==> src/rtl/lfgf_pkg.sv <==
`default_nettype none
// ----------------------------------------------------------------------------
// lfgf_pkg
// shared types and constants of the forwarding engine with group flood
// ----------------------------------------------------------------------------
package lfgf_pkg;

    // defaults of the top level parameters
    localparam int NUM_PORTS_DEF     = 8;
    localparam int UCAST_ENTRIES_DEF = 8;
    localparam int GROUP_ENTRIES_DEF = 8;

    // fixed field widths
    localparam int CMD_W    = 2;
    localparam int IDX_W    = 3;
    localparam int LID_W    = 16;
    localparam int PORT_W   = 4;
    localparam int OUT_W    = 3;
    localparam int MEMBER_W = 8;
    localparam int TAG_W    = 16;

    // tdata widths of the slave and master sides
    localparam int S_TDATA_W = 64;
    localparam int M_TDATA_W = 24;

    typedef enum logic [CMD_W-1:0] {
        CMD_FWD   = 2'd0,
        CMD_WR_UC = 2'd1,
        CMD_WR_GR = 2'd2
    } t_cmd;

    typedef enum logic [1:0] {
        ST_IDLE,
        ST_LOOKUP,
        ST_EMIT
    } t_state;

    // controller to datapath
    typedef struct packed {
        logic cap;
        logic wr_uc;
        logic wr_gr;
        logic lookup;
        logic emit;
    } t_dp_cmd;

    // datapath to controller
    typedef struct packed {
        logic pend_zero;
        logic last;
        logic out_free;
    } t_dp_stat;

endpackage : lfgf_pkg
`default_nettype wire

==> src/rtl/lid_forwarding_with_group_flood.sv <==
`default_nettype none
// frame path: a frame beat is captured in idle, looked up in the lookup state,
//   and its first copy is registered at the output from the emit state
// flow: write beats are taken in idle and do not leave it; a frame sends one
//   copy per cycle from the pending port mask while the output is free
// reset: synchronous, active low; clears live bits, pending mask, sequencer and output valid
// ----------------------------------------------------------------------------
// lid_forwarding_with_group_flood
// switch forwarding engine: unicast table and group flood table with
// source port pruning, fed and drained over stream channels
// ----------------------------------------------------------------------------
module lid_forwarding_with_group_flood
    import lfgf_pkg::*;
#(
    parameter int NUM_PORTS     = NUM_PORTS_DEF,
    parameter int UCAST_ENTRIES = UCAST_ENTRIES_DEF,
    parameter int GROUP_ENTRIES = GROUP_ENTRIES_DEF
) (
    input  wire logic                 i_clk,
    input  wire logic                 i_rst_n,
    // slave side
    input  wire logic                 i_s_tvalid,
    output logic                      o_s_tready,
    // entry_index[2:0], entry_valid[3], dest_lid[19:4], src_lid[35:20],
    // entry_port[39:36], entry_mask[47:40], frame_tag[63:48]
    input  wire logic [S_TDATA_W-1:0] i_s_tdata,
    // cmd[1:0]
    input  wire logic [CMD_W-1:0]     i_s_tuser,
    // master side
    output logic                      o_m_tvalid,
    input  wire logic                 i_m_tready,
    // out_port[3:0], out_tag[19:4], zero fill[23:20]
    output logic [M_TDATA_W-1:0]      o_m_tdata,
    // is_group[0]
    output logic [0:0]                o_m_tuser,
    // last_copy
    output logic                      o_m_tlast
);

    t_dp_cmd  w_cmd;
    t_dp_stat w_stat;

    // sequencer: idle takes beats, writes land in the tables at once,
    // frames go through lookup and then one copy per free output slot
    lfgf_ctrl u_ctrl (
        .i_clk      (i_clk),
        .i_rst_n    (i_rst_n),
        .i_s_tvalid (i_s_tvalid),
        .i_s_tuser  (i_s_tuser),
        .i_stat     (w_stat),
        .o_s_tready (o_s_tready),
        .o_cmd      (w_cmd)
    );

    // tables, lookup, pending mask and the output register that parts
    // the two sides
    lfgf_datapath #(
        .NUM_PORTS     (NUM_PORTS),
        .UCAST_ENTRIES (UCAST_ENTRIES),
        .GROUP_ENTRIES (GROUP_ENTRIES)
    ) u_dp (
        .i_clk      (i_clk),
        .i_rst_n    (i_rst_n),
        .i_cmd      (w_cmd),
        .i_s_tdata  (i_s_tdata),
        .i_m_tready (i_m_tready),
        .o_stat     (w_stat),
        .o_m_tvalid (o_m_tvalid),
        .o_m_tdata  (o_m_tdata),
        .o_m_tuser  (o_m_tuser),
        .o_m_tlast  (o_m_tlast)
    );

`ifndef ASSERT_OFF
    // a copy is only loaded into a free output slot
    a_emit_free: assert property (@(posedge i_clk) disable iff (!i_rst_n)
        w_cmd.emit |-> w_stat.out_free)
        else $error("copy loaded into occupied output slot");

    // no new beat is taken while copies are still being released
    a_no_take_busy: assert property (@(posedge i_clk) disable iff (!i_rst_n)
        o_s_tready |-> !w_cmd.emit && !w_cmd.lookup)
        else $error("beat taken while a frame is in flight");

    // a unicast forward is always a single, last copy
    a_ucast_last: assert property (@(posedge i_clk) disable iff (!i_rst_n)
        (o_m_tvalid && !o_m_tuser[0]) |-> o_m_tlast)
        else $error("unicast result without last flag");

    // after the last copy is loaded the sequencer returns to idle
    a_last_idle: assert property (@(posedge i_clk) disable iff (!i_rst_n)
        (w_cmd.emit && w_stat.last) |=> o_s_tready)
        else $error("not idle after last copy");
`endif

endmodule : lid_forwarding_with_group_flood
`default_nettype wire

==> src/rtl/lfgf_ctrl.sv <==
`default_nettype none
// ----------------------------------------------------------------------------
// lfgf_ctrl
// sequencer: takes a beat, runs the lookup, then while the output is free releases one copy per cycle
// ----------------------------------------------------------------------------
module lfgf_ctrl
    import lfgf_pkg::*;
(
    input  wire logic             i_clk,
    input  wire logic             i_rst_n,
    input  wire logic             i_s_tvalid,
    input  wire logic [CMD_W-1:0] i_s_tuser,
    input  wire t_dp_stat         i_stat,
    output logic                  o_s_tready,
    output t_dp_cmd               o_cmd
);

    t_state r_state, n_state;

    always_ff @(posedge i_clk) begin
        if (!i_rst_n) begin
            r_state <= ST_IDLE;
        end else begin
            r_state <= n_state;
        end
    end

    always_comb begin
        n_state    = r_state;
        o_s_tready = 1'b0;
        o_cmd      = '0;
        unique case (r_state)
            ST_IDLE: begin
                o_s_tready = 1'b1;
                if (i_s_tvalid) begin
                    unique case (t_cmd'(i_s_tuser))
                        CMD_FWD: begin
                            o_cmd.cap = 1'b1;
                            n_state   = ST_LOOKUP;
                        end
                        CMD_WR_UC: o_cmd.wr_uc = 1'b1;
                        CMD_WR_GR: o_cmd.wr_gr = 1'b1;
                        default: ;
                    endcase
                end
            end
            ST_LOOKUP: begin
                o_cmd.lookup = 1'b1;
                n_state      = ST_EMIT;
            end
            ST_EMIT: begin
                if (i_stat.pend_zero) begin
                    n_state = ST_IDLE;
                end else if (i_stat.out_free) begin
                    o_cmd.emit = 1'b1;
                    if (i_stat.last) begin
                        n_state = ST_IDLE;
                    end
                end
            end
            default: n_state = ST_IDLE;
        endcase
    end

endmodule : lfgf_ctrl
`default_nettype wire

==> src/rtl/lfgf_datapath.sv <==
`default_nettype none
// ----------------------------------------------------------------------------
// lfgf_datapath
// unicast and group tables, lookup, pending port mask and output register
// ----------------------------------------------------------------------------
module lfgf_datapath
    import lfgf_pkg::*;
#(
    parameter int NUM_PORTS     = NUM_PORTS_DEF,
    parameter int UCAST_ENTRIES = UCAST_ENTRIES_DEF,
    parameter int GROUP_ENTRIES = GROUP_ENTRIES_DEF
) (
    input  wire logic                 i_clk,
    input  wire logic                 i_rst_n,
    input  wire t_dp_cmd              i_cmd,
    input  wire logic [S_TDATA_W-1:0] i_s_tdata,
    input  wire logic                 i_m_tready,
    output t_dp_stat                  o_stat,
    output logic                      o_m_tvalid,
    output logic [M_TDATA_W-1:0]      o_m_tdata,
    output logic [0:0]                o_m_tuser,
    output logic                      o_m_tlast
);

    // a 3-bit slot index reaches eight slots at most
    localparam int MAX_SLOTS = 1 << IDX_W;
    localparam int UC_DEPTH  = (UCAST_ENTRIES < MAX_SLOTS) ? UCAST_ENTRIES : MAX_SLOTS;
    localparam int GR_DEPTH  = (GROUP_ENTRIES < MAX_SLOTS) ? GROUP_ENTRIES : MAX_SLOTS;
    localparam int PORT_LIM  = (NUM_PORTS < MEMBER_W) ? NUM_PORTS : MEMBER_W;
    localparam logic [MEMBER_W-1:0] PORT_MASK = MEMBER_W'((64'd1 << PORT_LIM) - 64'd1);

    // beat fields
    logic [IDX_W-1:0]    w_idx;
    logic                w_valid;
    logic [LID_W-1:0]    w_dest;
    logic [LID_W-1:0]    w_src;
    logic [PORT_W-1:0]   w_port;
    logic [MEMBER_W-1:0] w_mask;
    logic [TAG_W-1:0]    w_tag;

    assign w_idx   = i_s_tdata[2:0];
    assign w_valid = i_s_tdata[3];
    assign w_dest  = i_s_tdata[19:4];
    assign w_src   = i_s_tdata[35:20];
    assign w_port  = i_s_tdata[39:36];
    assign w_mask  = i_s_tdata[47:40];
    assign w_tag   = i_s_tdata[63:48];

    // tables
    logic [LID_W-1:0]    r_uc_key  [UC_DEPTH];
    logic [OUT_W-1:0]    r_uc_out  [UC_DEPTH];
    logic [UC_DEPTH-1:0] r_uc_live;
    logic [LID_W-1:0]    r_gr_key  [GR_DEPTH];
    logic [MEMBER_W-1:0] r_gr_mem  [GR_DEPTH];
    logic [GR_DEPTH-1:0] r_gr_live;

    always_ff @(posedge i_clk) begin
        if (!i_rst_n) begin
            r_uc_live <= '0;
        end else begin
            for (int i = 0; i < UC_DEPTH; i++) begin
                if (i_cmd.wr_uc && w_idx == IDX_W'(i)) begin
                    r_uc_live[i] <= w_valid;
                end
            end
        end
    end

    always_ff @(posedge i_clk) begin
        for (int i = 0; i < UC_DEPTH; i++) begin
            if (i_cmd.wr_uc && w_idx == IDX_W'(i)) begin
                r_uc_key[i] <= w_dest;
                r_uc_out[i] <= OUT_W'(w_port - PORT_W'(1));
            end
        end
    end

    always_ff @(posedge i_clk) begin
        if (!i_rst_n) begin
            r_gr_live <= '0;
        end else begin
            for (int i = 0; i < GR_DEPTH; i++) begin
                if (i_cmd.wr_gr && w_idx == IDX_W'(i)) begin
                    r_gr_live[i] <= w_valid;
                end
            end
        end
    end

    always_ff @(posedge i_clk) begin
        for (int i = 0; i < GR_DEPTH; i++) begin
            if (i_cmd.wr_gr && w_idx == IDX_W'(i)) begin
                r_gr_key[i] <= w_dest;
                r_gr_mem[i] <= w_mask;
            end
        end
    end

    // captured frame
    logic [LID_W-1:0] r_dest;
    logic [LID_W-1:0] r_src;
    logic [TAG_W-1:0] r_tag;

    always_ff @(posedge i_clk) begin
        if (i_cmd.cap) begin
            r_dest <= w_dest;
            r_src  <= w_src;
            r_tag  <= w_tag;
        end
    end

    // lookup, lowest matching slot wins
    logic                w_gr_hit, w_dst_hit, w_src_hit;
    logic [MEMBER_W-1:0] w_gr_sel;
    logic [OUT_W-1:0]    w_dst_out, w_src_out;
    logic [MEMBER_W-1:0] w_lk_pend;

    always_comb begin
        w_gr_hit  = 1'b0;
        w_gr_sel  = '0;
        w_dst_hit = 1'b0;
        w_dst_out = '0;
        w_src_hit = 1'b0;
        w_src_out = '0;
        for (int i = GR_DEPTH - 1; i >= 0; i--) begin
            if (r_gr_live[i] && r_gr_key[i] == r_dest) begin
                w_gr_hit = 1'b1;
                w_gr_sel = r_gr_mem[i];
            end
        end
        for (int i = UC_DEPTH - 1; i >= 0; i--) begin
            if (r_uc_live[i] && r_uc_key[i] == r_dest) begin
                w_dst_hit = 1'b1;
                w_dst_out = r_uc_out[i];
            end
            if (r_uc_live[i] && r_uc_key[i] == r_src) begin
                w_src_hit = 1'b1;
                w_src_out = r_uc_out[i];
            end
        end
        if (w_gr_hit) begin
            // members within the port count, source port pruned
            w_lk_pend = w_gr_sel & PORT_MASK;
            if (w_src_hit) begin
                w_lk_pend[w_src_out] = 1'b0;
            end
        end else if (w_dst_hit) begin
            w_lk_pend = '0;
            w_lk_pend[w_dst_out] = 1'b1;
        end else begin
            w_lk_pend = '0;
        end
    end

    // pending ports of the current frame
    logic [MEMBER_W-1:0] r_pend;
    logic                r_grp;
    logic [MEMBER_W-1:0] w_low;
    logic [PORT_W-1:0]   w_low_port;

    always_comb begin
        w_low      = '0;
        w_low_port = '0;
        for (int k = MEMBER_W - 1; k >= 0; k--) begin
            if (r_pend[k]) begin
                w_low      = '0;
                w_low[k]   = 1'b1;
                w_low_port = PORT_W'(k + 1);
            end
        end
    end

    always_ff @(posedge i_clk) begin
        if (!i_rst_n) begin
            r_pend <= '0;
        end else if (i_cmd.lookup) begin
            r_pend <= w_lk_pend;
        end else if (i_cmd.emit) begin
            r_pend <= r_pend & ~w_low;
        end
    end

    always_ff @(posedge i_clk) begin
        if (i_cmd.lookup) begin
            r_grp <= w_gr_hit;
        end
    end

    // output register
    logic              r_out_valid;
    logic [PORT_W-1:0] r_out_port;
    logic [TAG_W-1:0]  r_out_tag;
    logic              r_out_grp;
    logic              r_out_last;

    always_ff @(posedge i_clk) begin
        if (!i_rst_n) begin
            r_out_valid <= 1'b0;
        end else if (i_cmd.emit) begin
            r_out_valid <= 1'b1;
        end else if (i_m_tready) begin
            r_out_valid <= 1'b0;
        end
    end

    always_ff @(posedge i_clk) begin
        if (i_cmd.emit) begin
            r_out_port <= w_low_port;
            r_out_tag  <= r_tag;
            r_out_grp  <= r_grp;
            r_out_last <= o_stat.last;
        end
    end

    assign o_stat.pend_zero = (r_pend == '0);
    assign o_stat.last      = ((r_pend & ~w_low) == '0);
    assign o_stat.out_free  = !r_out_valid || i_m_tready;

    assign o_m_tvalid = r_out_valid;
    assign o_m_tdata  = {4'b0, r_out_tag, r_out_port};
    assign o_m_tuser  = r_out_grp;
    assign o_m_tlast  = r_out_last;

endmodule : lfgf_datapath
`default_nettype wire
==> config.mk <==
export PLATFORM = sky130hd
export DESIGN_NAME = lid_forwarding_with_group_flood
export DESIGN_NICKNAME = d
export VERILOG_FILES = /design/src/rtl/lfgf_pkg.sv /design/src/rtl/lid_forwarding_with_group_flood.sv /design/src/rtl/lfgf_ctrl.sv /design/src/rtl/lfgf_datapath.sv
export SDC_FILE = /design/constraint.sdc
export NUM_CORES = 1
export LEC_CHECK = 0
export BUFFER_PORTS_ARGS = -buffer_cell sky130_fd_sc_hd__buf_4
export CORE_MARGIN = 4
export CORE_UTILIZATION = 31
export DETAILED_ROUTE_END_ITERATION = 6
export PLACE_DENSITY_LB_ADDON = 0.3
export REMOVE_ABC_BUFFERS = 1
export SYNTH_ARGS = -nofsm -noshare
export SYNTH_HDL_FRONTEND = slang
export SYNTH_SLANG_ARGS = --single-unit
==> constraint.sdc <==
create_clock -name i_clk -period 9.1 [get_ports i_clk]
set_clock_uncertainty 0.15 [all_clocks]
set_input_delay 0.455 -clock i_clk [delete_from_list [all_inputs] [get_ports i_clk]]
set_output_delay 0.455 -clock i_clk [all_outputs]
set_load 0.05 [all_outputs]
# Yosys cells after proc, flatten, opt, wreduce, memory -nomap -nowiden
# Memories as Yosys holds them, arrays and structs flattened.
# Cells that the tools add are included.
[classes] add_sub_neg=1 multipliers=0 div=0 n_lt_le_gt_ge=4 eq_ne=39 shift=0 muxes=206 n_bitwise=4 reduce_logical=82
[op_table] op="$eq 16x16->1" count=24
[op_table] op="$mux 16" count=14
[op_table] op="$mux 8" count=28
[op_table] op="$reduce_or 16->1" count=14
[op_table] op="$mux 3" count=57
[op_table] op="$mux 1" count=96
[op_table] op="$reduce_or 8->1" count=7
[op_table] op="$logic_and 1x1->1" count=42
[op_table] op="$reduce_or 3->1" count=8
[op_table] op="$and 8x8->8" count=2
[op_table] op="$logic_not 8->1" count=2
[op_table] op="$not 8->8" count=2
[op_table] op="$mux 2" count=7
[op_table] op="$eq 3x3->1 const B" count=4
[op_table] op="$lt 3x4->1 const B" count=2
[op_table] op="$reduce_or 7->1" count=1
[op_table] op="$demux 1 s3" count=2
[op_table] op="$eq 3x2->1 const B" count=2
[op_table] op="$ge 3x1->1 const B" count=2
[op_table] op="$ne 3x1->1 const B" count=2
[op_table] op="$pmux 2 s3" count=1
[op_table] op="$eq 2x1->1 const B" count=2
[op_table] op="$eq 2x2->1 const B" count=2
[op_table] op="$logic_not 2->1" count=2
[op_table] op="other kinds (9)" count=11
[totals] regBits=98 latch_bits=0 ram_bits=344 rom_bits=0 in_bits=70 out_inout_bits=28 mem_count=4
[memory_table] name="u_dp.r_gr_key" words=8 word_bits=16 read_ports=8 rd_clocked_by_memory_dff=0 write_ports=1 line_no="lfgf_datapath.sv:53" rtl="logic [LID_W-1:0] r_gr_key [GR_DEPTH];"
[memory_table] name="u_dp.r_uc_key" words=8 word_bits=16 read_ports=8 rd_clocked_by_memory_dff=0 write_ports=1 line_no="lfgf_datapath.sv:50" rtl="logic [LID_W-1:0] r_uc_key [UC_DEPTH];"
[memory_table] name="u_dp.r_gr_mem" words=8 word_bits=8 read_ports=8 rd_clocked_by_memory_dff=0 write_ports=1 line_no="lfgf_datapath.sv:54" rtl="logic [MEMBER_W-1:0] r_gr_mem [GR_DEPTH];"
[memory_table] name="u_dp.r_uc_out" words=8 word_bits=3 read_ports=8 rd_clocked_by_memory_dff=0 write_ports=1 line_no="lfgf_datapath.sv:51" rtl="logic [OUT_W-1:0] r_uc_out [UC_DEPTH];"

# Depth between registers and ports, before layout
# Gate-level depths: netlist of the first run.
# An unclocked memory read counts as a cell.
[depth] ltp_word=20 mapped_depth=12 ltp_nobuf=9

# Cells and area by module
# Synthesis of the first run repeated with hierarchy kept, for this count alone.
[unflattened] hier_cells=1679 area_unflattened_um2=21615.7
[modules_own_cells] mod="lfgf_datapath" n_inst=1 cells_per_inst=1665 area_per_inst_um2=21483.1 seq_area_each_um2=12962.4
[modules_own_cells] mod="lfgf_ctrl" n_inst=1 cells_per_inst=14 area_per_inst_um2=132.6 seq_area_each_um2=40.0

# Worst setup path after synthesis of the first run
# No wires, ideal clock.
[synth_path] path_type="register to register" from="register u_ctrl.r_state[1]" to="register u_dp.r_dest[0], enable pin" arrival_time_ns=4.550 required_ns=8.435 path_slack_ns=3.885 stages_incl_launch_ff=4 path_buffers=0 period_less_slack_ns=5.215 path_cell_list="dfxtp_1 -> nor2_1 -> nand2_1 -> nor3_1"
[synth_rtl] item="start, declared" line_no="lfgf_ctrl.sv:18" rtl="t_state r_state, n_state;"
[synth_rtl] item="start signal, assigned" line_no="lfgf_ctrl.sv:24" rtl="r_state <= n_state;"
[synth_rtl] item="end signal, assigned" line_no="lfgf_datapath.sv:106" rtl="r_dest <= w_dest;"
[synth_rtl] item="end, declared" line_no="lfgf_datapath.sv:100" rtl="logic [LID_W-1:0] r_dest;"

# Worst setup path in the final report of the first run
[layout_path] from="register u_dp.r_dest[3]" to="register u_dp.r_pend[3]"
[layout_via] elab_chain_len=17 word_cells_on_any_way=74
[layout_lines] item="$eq 16x16->1" line_no="lfgf_datapath.sv:132" rtl="if (r_uc_live[i] && r_uc_key[i] == r_dest) begin"
[layout_lines] item="$logic_and 1x1->1" line_no="lfgf_datapath.sv:132"
[layout_lines] item="$mux 3 (8 in a row)" line_no="lfgf_datapath.sv:132"
[layout_lines] item="$lt 3x4->1 (implied by the code) or $ge 3x1->1 (tied branches)" line_no="lfgf_datapath.sv:149" rtl="w_lk_pend[w_dst_out] = 1'b1;"
[layout_lines] item="$logic_and 1x1->1 (implied by the code)" line_no="lfgf_datapath.sv:149"
[layout_lines] item="$mux 1 (implied by the code)" line_no="lfgf_datapath.sv:149"
[layout_lines] item="$demux 1 s3"
[layout_lines] item="$mux 8" line_no="lfgf_datapath.sv:147" rtl="end else if (w_dst_hit) begin"
[layout_lines] item="$mux 8 *" line_no="lfgf_datapath.sv:141" rtl="if (w_gr_hit) begin"
[layout_lines] item="$mux 8 *" line_no="lfgf_datapath.sv:176" rtl="end else if (i_cmd.lookup) begin"
[layout_lines] item="end signal, assigned" line_no="lfgf_datapath.sv:177" rtl="r_pend <= w_lk_pend;"
[layout_lines] item="end signal, assigned" line_no="lfgf_datapath.sv:179" rtl="r_pend <= r_pend & ~w_low;"
[layout_lines] item="end, declared" line_no="lfgf_datapath.sv:156" rtl="logic [MEMBER_W-1:0] r_pend;"
# Every way passes the cells marked *; elsewhere a longest branch is shown, timed or not.
# A chain may end at the register's enable or synchronous reset.

==> results of run 1 <==
## power by group
group	internal (mW)	switching [mW]	leakage (nW)
combinational	0.0702	0.126	3.04
sequential	2.25	0.0235	3.96
clock	1.13	0.810	0.747
## final cells by class
cell class	count	area (um^2)	share of cell area (%)
multi-input cells	952	6903	28.86
inverters	21	78.83	0.3295
diodes	2	5.005	0.02092
flip-flops and latches	442	13000	54.35
clock buffers	66	1321	5.523
clock inverters	21	232.7	0.9729
well taps	855	1070	4.472
repair buffers	161	1309	5.471
## registers in the layout, indices dropped and copies added, names as in the netlist, 4 cells and up
signal / count
u_dp.r_out_tag: 16
u_dp.r_gr_key: 128
u_dp.r_uc_key: 128
u_dp.r_pend: 8
u_dp.r_dest: 16
u_dp.r_gr_mem: 64
u_dp.r_uc_out: 24
u_dp.r_tag: 16
u_dp.r_out_port: 4
u_dp.r_src: 16
u_dp.r_uc_live: 8
u_dp.r_gr_live: 8
## routing by layer
metal | track usage [%] | vias to the layer above
met4 | 4.826 | 0
met2 | 27.52 | 408
met3 | 2.869 | 99
met1 | 22.45 | 6432
met5 | 0 | -
li1 | - | 5799
## worst max-delay path: stages, from the launching register on
cell	delay, ps
edfxtp_1	850
buf_4	360
xnor2_1	160
nand4_1	110
nor4_1	670
o2111ai_1	220
a2111oi_0	860
o311ai_1	280
or2_1	300
o21ai_0	240
o2bb2ai_1	150
## placed cells by master (no fill, tap or decap), drive strengths merged, types with 23 or more instances in the layout
cell	n
nor2	63
dfxtp	27
edfxtp	415
xnor2	149
nor4	69
inv	23
xor2	236
nand2	67
clkbuf	66
nand3	32
buf	121
nor3	32
o21ai	33
dlygate4sd3	40
nand4	40
## repair_timing
item                                   in CTS  in global routing
endpoints found under the hold margin      96                  0
hold buffers                               40                  0
gates resized for setup                     0                  0
## worst min-delay path by stage
stage	start	endpoint	slack, ps	depth (start not counted)
6_report	i_m_tready	u_dp.o_m_tvalid$_SDFFE_PN0P_	80	3
5_1_grt	i_m_tready	u_dp.o_m_tvalid$_SDFFE_PN0P_	80	3
4_1_cts	i_m_tready	u_dp.o_m_tvalid$_SDFFE_PN0P_	60	3
3_5_place_dp	u_dp.r_tag[6]$_DFFE_PP_	u_dp.r_out_tag[6]$_DFFE_PP_	250	0
3_3_place_gp	u_dp.r_tag[10]$_DFFE_PP_	u_dp.r_out_tag[10]$_DFFE_PP_	250	0
2_1_floorplan	u_dp.r_grp$_DFFE_PP_	u_dp.o_m_tuser$_DFFE_PP_	250	0
## synth_stat cells, types with 5 or more instances
master	instances	area, um^2
edfxtp_1	415	12460
xor2_1	236	2067
xnor2_1	149	1305
nand2_1	67	251.5
nor4_1	65	406.6
nor2_1	63	236.5
nand4_1	40	250.2
buf_2	39	195.2
nand3_1	32	160.2
nor3_1	32	160.2
o21ai_0	31	155.2
dfxtp_1	27	540.5
clkbuf_1	23	86.33
inv_1	21	78.83
a21boi_0	19	142.6
a21oi_1	14	70.07
or4_1	14	105.1
a2111oi_0	11	96.34
nand2b_1	11	68.82
a311oi_1	9	78.83
and3_1	9	56.30
or3_1	9	56.30
nor2b_1	8	50.05
or2_2	8	50.05
o221ai_1	7	61.31
and2_1	6	37.54
buf_4	6	45.04
o31ai_1	6	45.04
mux2i_1	5	50.05
nor3b_1	5	37.54
## cells by family (layout without fill, tap and decap cells)
family / count (synthesis) / in the layout / share of synthesized area, %
and+or+nand+nor: 389 / 389 / 10.45
muxes: 9 / 9 / 0.4689
AOI/OAI and AO/OA: 162 / 162 / 5.923
adders and majority gates: 3 / 3 / 0.1604
DFF: 442 / 442 / 64.11
other: 1 / 6 / 0.01849
xor gates and xnor gates: 385 / 385 / 16.63
buffers and inverters: 94 / 269 / 2.239
## metrics by stage
stage                     hold slack (ps)  std cells  cell area, um^2  worst slack, ps  total power, mW
after floorplan                     250.3       1415            19920             3885            2.384
after global placement              250.3       2391            21960             4656            2.493
after detailed placement            254.5       2391            21960             4629            2.496
after CTS                           56.99       2518            23920             4586            4.450
after global routing                82.97       2518            23920             4436            4.540
final                               79.67       2520            23920             4646            4.407
==> summary.md, run 1 <==
| Metric | Value |
|---|---|
| Number of vias after detailed routing | `roughly 13000` |
| Worst setup path class | `reg -> reg` |
| Number of storage elements in the synthesis netlist | `442` |
| Final Hold Violating Endpoints | `0` |
| Mean Syn Cell Area | `approximately 14 um^2` |
| Final setup violation count | `0` |
| # H-tree levels | `2` |
| Total negative setup slack | `0 ps` |
| CTS root buf | `clkbuf_16` |
| DRC violations left | `0` |
| Post-synthesis sequential area ratio | `64.11%` |
| Total power divided by cell area | `about 180 mW/mm^2` |
| Maximum number of pins on one net before global-route repair | `50` |
| IO buf count | `92` |
| Die outline width | `~260 um` |
| Critical path origin | `u_dp.r_dest[3]$_DFFE_PP_` |
| Count of buffers added by post-CTS timing repair for setup | `0` |
| Post-CTS clock slew at the launch and capture registers of the worst setup and hold paths | `60 ps` |
| Number of unique standard cell types used by synthesis | `76` |
| Path category of the worst min-delay check | `in -> reg` |
| Floorplan row count | `93` |
| Number of filler cells placed in the layout | `6148` |
| Fin util | `about 37%` |
| Via count of the first global-routing pass | `12850` |
| Maximum capacitance violations | `0` |
| Antenna violations before repair | `3` |
| End point of the critical path | `u_dp.r_pend[3]$_SDFFE_PN0P_` |
| Reg-to-reg critical path startpoint | `u_dp.r_dest[3]$_DFFE_PP_` |
| Number of nets still failing antenna checks after routing | `0` |
| Post-detailed-placement half-perimeter wirelength | `37.94 mm` |
| Final layout net count | `approximately 1700` |
| Clock insertion delay at the later pin of the skew report | `600 ps` |
| Worst Path Max Fanout | `10` |
| Highest metal layer with signal wires | `met4` |
| Area of the die | `0.06958 mm^2` |
| Number of pins exceeding their max-slew limit in the final report | `0` |
| Worst setup EP type | `flip-flop` |
| Synth warnings | `0` |
| Worst IR Drop VDD | `approximately 0.14 mV` |
| RSZ-0062 raised after global routing | `false` |
| Routed wire length | `around 60 mm` |
| Count of flip-flops with a built-in enable after synthesis | `415` |
| Worst-margin pin slew | `1213 ps` |
| Initial Utilization | `31.40%` |
| First-pass DRT Iterations | `5` |
| Number of primary I/O pins | `98` |
| Met2 WL post-DR | `28.36 mm` |
| Syn Std Cell Area | `0.02028 mm^2` |
| Starting DRC count in detailed routing | `1141` |
| Leakage | `7.752 nW` |
| Clock Path Buffers | `3` |
| Synthesized instance count | `roughly 1500` |
| TritonCTS clock tree | `yes` |
| Layout cell share with drive strength beyond 1 | `roughly 14%` |
| Post-route met1 wirelength | `25.77 mm` |
| Worst setup slack for register-to-register paths | `4650 ps` |
| First-pass GRT wire length | `approximately 86 mm` |
| Syn-to-layout area delta | `17.95%` |
| Data arrival time at the worst-slack endpoint | `4810 ps` |
| Die height | `around 260 um` |
| Clock Sinks | `442` |
| Routability congestion estimate from global placement | `around 0.86` |
| Startpoint types | `flip-flop` |
| Result of the run | `finished clean` |
| Overall routing resource usage | `16.59%` |
| Remaining global-route overflow | `0` |
| Part of the cycle the worst path needs | `48.95%` |
| Depth of the worst register-to-register path | `10` |
| FFs w/ async S/R, synth | `0%` |
| Num CTS Buffers | `49` |
| Most used DFF post-synth | `edfxtp_1` |
| Worst endpoint required time | `9460 ps` |
| Wire length on met3 | `around 3.8 mm` |
| Final critical delay including setup and external delays | `4454 ps` |
| Normalized max-slew margin | `about a fifth` |
| Core ar. | `0.06458 mm^2` |
| Routed length per instance | `approximately 24 um` |
| Critical R2R Capture | `u_dp.r_pend[3]$_SDFFE_PN0P_` |
| Drt via density | `5.055` |
| Upper clock frequency limit | `224.5 MHz` |
Note: power is estimated with default switching activity, not from simulation.
==> inputs of run 2 (changes only) <==
- ABC_AREA: not set -> 1
- clock period: 9.1 -> 3.8 ns (I/O delays scaled with it)
==> summary.md, run 2 <==
| Metric | Value |
|---|---|
| Result of the run | `finished clean` |
| Startpoint types | `flip-flop` |
| Syn Std Cell Area | `about 0.021 mm^2` |
| Path category of the worst min-delay check | `in -> reg` |
| TritonCTS clock tree | `yes` |
| Overall routing resource usage | `20.06%` |
| Post-detailed-placement half-perimeter wirelength | `about 47 mm` |
| Area share of the largest cell type after synthesis | `approximately three fifths` |
| Worst IR Drop VDD | `0.2763 mV` |
| Number of unique standard cell types used by synthesis | `53` |
| Number of vias after detailed routing | `around 16000` |
| Number of pins exceeding their max-slew limit in the final report | `0` |
| # H-tree levels | `2` |
| Routed wire length | `about 73 mm` |
| DRC violations left | `0` |
| Share of synthesized cell area in and, or, nand and nor gates | `19.08%` |
| Post-synthesis share of cell area spent on xor and xnor gates | `4.383%` |
| Share of cell area taken by muxes after synthesis | `0%` |
| Number of filler cells placed in the layout | `6458` |
| Biggest area consumer among synthesized cells | `edfxtp_1` |
| Antenna violations before repair | `1` |
| Most used DFF post-synth | `edfxtp_1` |
| Cell Chain, Critical Path | `inv_1 -> o22ai_1 -> nor2_1 -> nand2_1 -> nor2_1 -> nand3_1 -> o21ai_0 -> nor2_1 -> nand2_1 -> nand2_1 -> nand2_1 -> nand2_1 -> a21oi_1 -> nand2_1 -> nand3_1 -> nand3_1 -> nand2_1 -> inv_1` |
| Slack of the critical path | `431.3 ps` |
| Largest registers in the final layout | `u_dp.r_gr_key (128), u_dp.r_uc_key (128), u_dp.r_gr_mem (64)` |
| Maximum number of pins on one net before global-route repair | `49` |
| FFs w/ async S/R, synth | `0%` |
| Area of the die | `between 0.07 and 0.08 mm^2` |
| Core ar. | `0.06610 mm^2` |
| IO buf count | `92` |
| Number of nets still failing antenna checks after routing | `0` |
| Total power divided by cell area | `425.6 mW/mm^2` |
| RSZ-0062 raised after global routing | `false` |
| WHS | `87.48 ps` |
| Upper clock frequency limit | `296.9 MHz` |
| Clock insertion delay at the later pin of the skew report | `approximately 590 ps` |
| Number of primary I/O pins | `98` |
| Maximum capacitance violations | `0` |
| Final critical delay including setup and external delays | `3369 ps` |
| Fin util | `a little under two fifths` |
| Critical path's most frequent cell | `nand2_1` |
| Most used standard cells in the synthesized netlist | `474 x nand2_1, 415 x edfxtp_1, 285 x nor2_1, 171 x inv_1, 117 x o21ai_0` |
| Critical path's largest stage delay | `about 510 ps` |
| Most common cell after layout, fill and taps aside | `nand2_1` |
| Clock Path Buffers | `3` |
| Number of storage elements in the synthesis netlist | `442` |
| Overall power of the completed layout | `10.71 mW` |
| CTS root buf | `clkbuf_16` |
| Drt via density | `5.163` |
| Final Hold Violating Endpoints | `0` |
| Worst-margin pin slew | `971.8 ps` |
| Final layout net count | `2358` |
| Starting DRC count in detailed routing | `~1700` |
| Synthesized instance count | `slightly above 2000` |
| Post-cts repair resize count | `0` |
| Compound-cell area share of the yosys netlist | `8.399%` |
| Most frequent cell after synthesis | `nand2_1` |
| Worst setup EP type | `flip-flop` |
| Leakage | `9.596 nW` |
| Commonest cells after routing, fill and taps aside | `474 x nand2_1, 415 x edfxtp_1, 270 x nor2_1, 174 x buf_4, 171 x inv_1` |
| Mean Syn Cell Area | `just over 10 um^2` |
| Worst setup path class | `reg -> reg` |
| CP max-delay cell | `edfxtp_1` |
| Main area contributors after synthesis | `edfxtp_1 60%, nand2_1 8.6%, nor2_1 5.1%, xor2_1 3.4%, inv_1 3.1%` |
| Syn-to-layout area delta | `21.08%` |
| Normalized max-slew margin | `34.97%` |
| Num CTS Buffers | `48` |
| Largest family of logic cells by synthesized area | `simple AND/OR/NAND/NOR gates` |
| Remaining global-route overflow | `0` |
| Post-CTS clock slew at the launch and capture registers of the worst setup and hold paths | `60 ps` |
| Count of flip-flops with a built-in enable after synthesis | `around 420` |
| Floorplan row count | `between 90 and 100` |
| Layout cell share with drive strength beyond 1 | `14.18%` |
| Part of the cycle the worst path needs | `88.65%` |
| Worst endpoint required time | `a little over 4000 ps` |
| Worst setup slack after placement | `roughly 560 ps` |
| Worst Path Max Fanout | `11` |
| First-pass DRT Iterations | `6` |
| Depth of the worst register-to-register path | `18` |
| Routability congestion estimate from global placement | `~0.94` |
| Data arrival time at the worst-slack endpoint | `about 3700 ps` |
| Post-synthesis sequential area ratio | `roughly 63%` |
| Diode insertion count for antenna repair | `0` |
| Final setup violation count | `0` |
| Worst Hold Depth | `4` |
| Die outline width | `approximately 270 um` |
| Clock Sinks | `~440` |
| Initial Utilization | `a little under a third` |
| Synth warnings | `0` |
| First-pass GRT wire length | `104.1 mm` |
| Adder-cell area share of the yosys netlist | `0.06020%` |
| Routed length per instance | `between 20 and 25 um` |
| Die height | `266.9 um` |
| Via count of the first global-routing pass | `15410` |
==> run 2: changes by cell type after synthesis, moves of 86 or more <==
cell | before | now
nor2_1 | 63 | 285
xnor2_1 | 149 | 23
inv_1 | 21 | 171
xor2_1 | 236 | 81
nand2_1 | 67 | 474
o21ai_0 | 31 | 117
==> run 2: critical path: cells and delay by family, from the launching register on <==
| kind | cells | cell delay [ps] |
|---|---|---|
| DFF | 1 | 510 |
| AOI/OAI and AO/OA | 3 | 600 |
| buffers and inverters | 2 | 550 |
| and+or+nand+nor | 13 | 1460 |
==> run 2: final timing paths <==
check | from | end | slack, ps
hold / removal | i_s_tdata[37] | u_dp.r_uc_out[0][1]$_DFFE_PP_ | 90
hold reg to reg | u_dp.r_grp$_DFFE_PP_ | u_dp.o_m_tuser$_DFFE_PP_ | 270
setup reg to reg | u_dp.r_src[3]$_DFFE_PP_ | u_dp.r_pend[3]$_SDFFE_PN0P_ | 430
setup / recovery | u_dp.r_src[3]$_DFFE_PP_ | u_dp.r_pend[3]$_SDFFE_PN0P_ | 430
==> run 2: final cells by class <==
class                      count  area, um^2  share of cell area [%]
clock buffer                  69        1421                   5.648
clock inverter                21       170.2                  0.6762
inverter                     196       740.7                   2.944
multi-input combinational   1354        6691                   26.59
sequential                   442       13000                   51.67
tap                          864        1081                   4.296
timing repair buffer         245        2057                   8.174
==> run 2: report_power, final <==
part	switching [mW]	internal, mW
sequential	0.0333	5.38
clock	1.96	2.74
combinational	0.409	0.190
==> run 2: repair_timing <==
item | 4_1_cts | 5_1_grt
setup buffers | 0 | 0
endpoints found under the hold margin | 402 | 0
hold buffers | 67 | 0
==> run 2: per-layer routing <==
metal	wire [um]	GRT usage, %	part of all wire (%)
met1	31040	27.68	42
met2	32590	31.79	45
met3	6904	3.964	9.4
met4	2539	6.782	3.5
met5	0	0	0
==> run 2: cells by family after synthesis <==
| family | count (synthesis) |
|---|---|
| xor gates and xnor gates | 104 |
| and+or+nand+nor | 946 |
| DFF | 442 |
| adders and majority gates | 1 |
| other | 1 |
| AOI/OAI and AO/OA | 299 |
| buffers and inverters | 262 |
==> run 2: stage by stage <==
step                setup TNS [ps]  instances  instance area, um^2
CTS                              0       3191                25160
detailed placement               0       3034                22900
global route                     0       3191                25160
global placement                 0       3034                22900
finish                           0       3191                25160
floorplan                   -67340       1992                20390
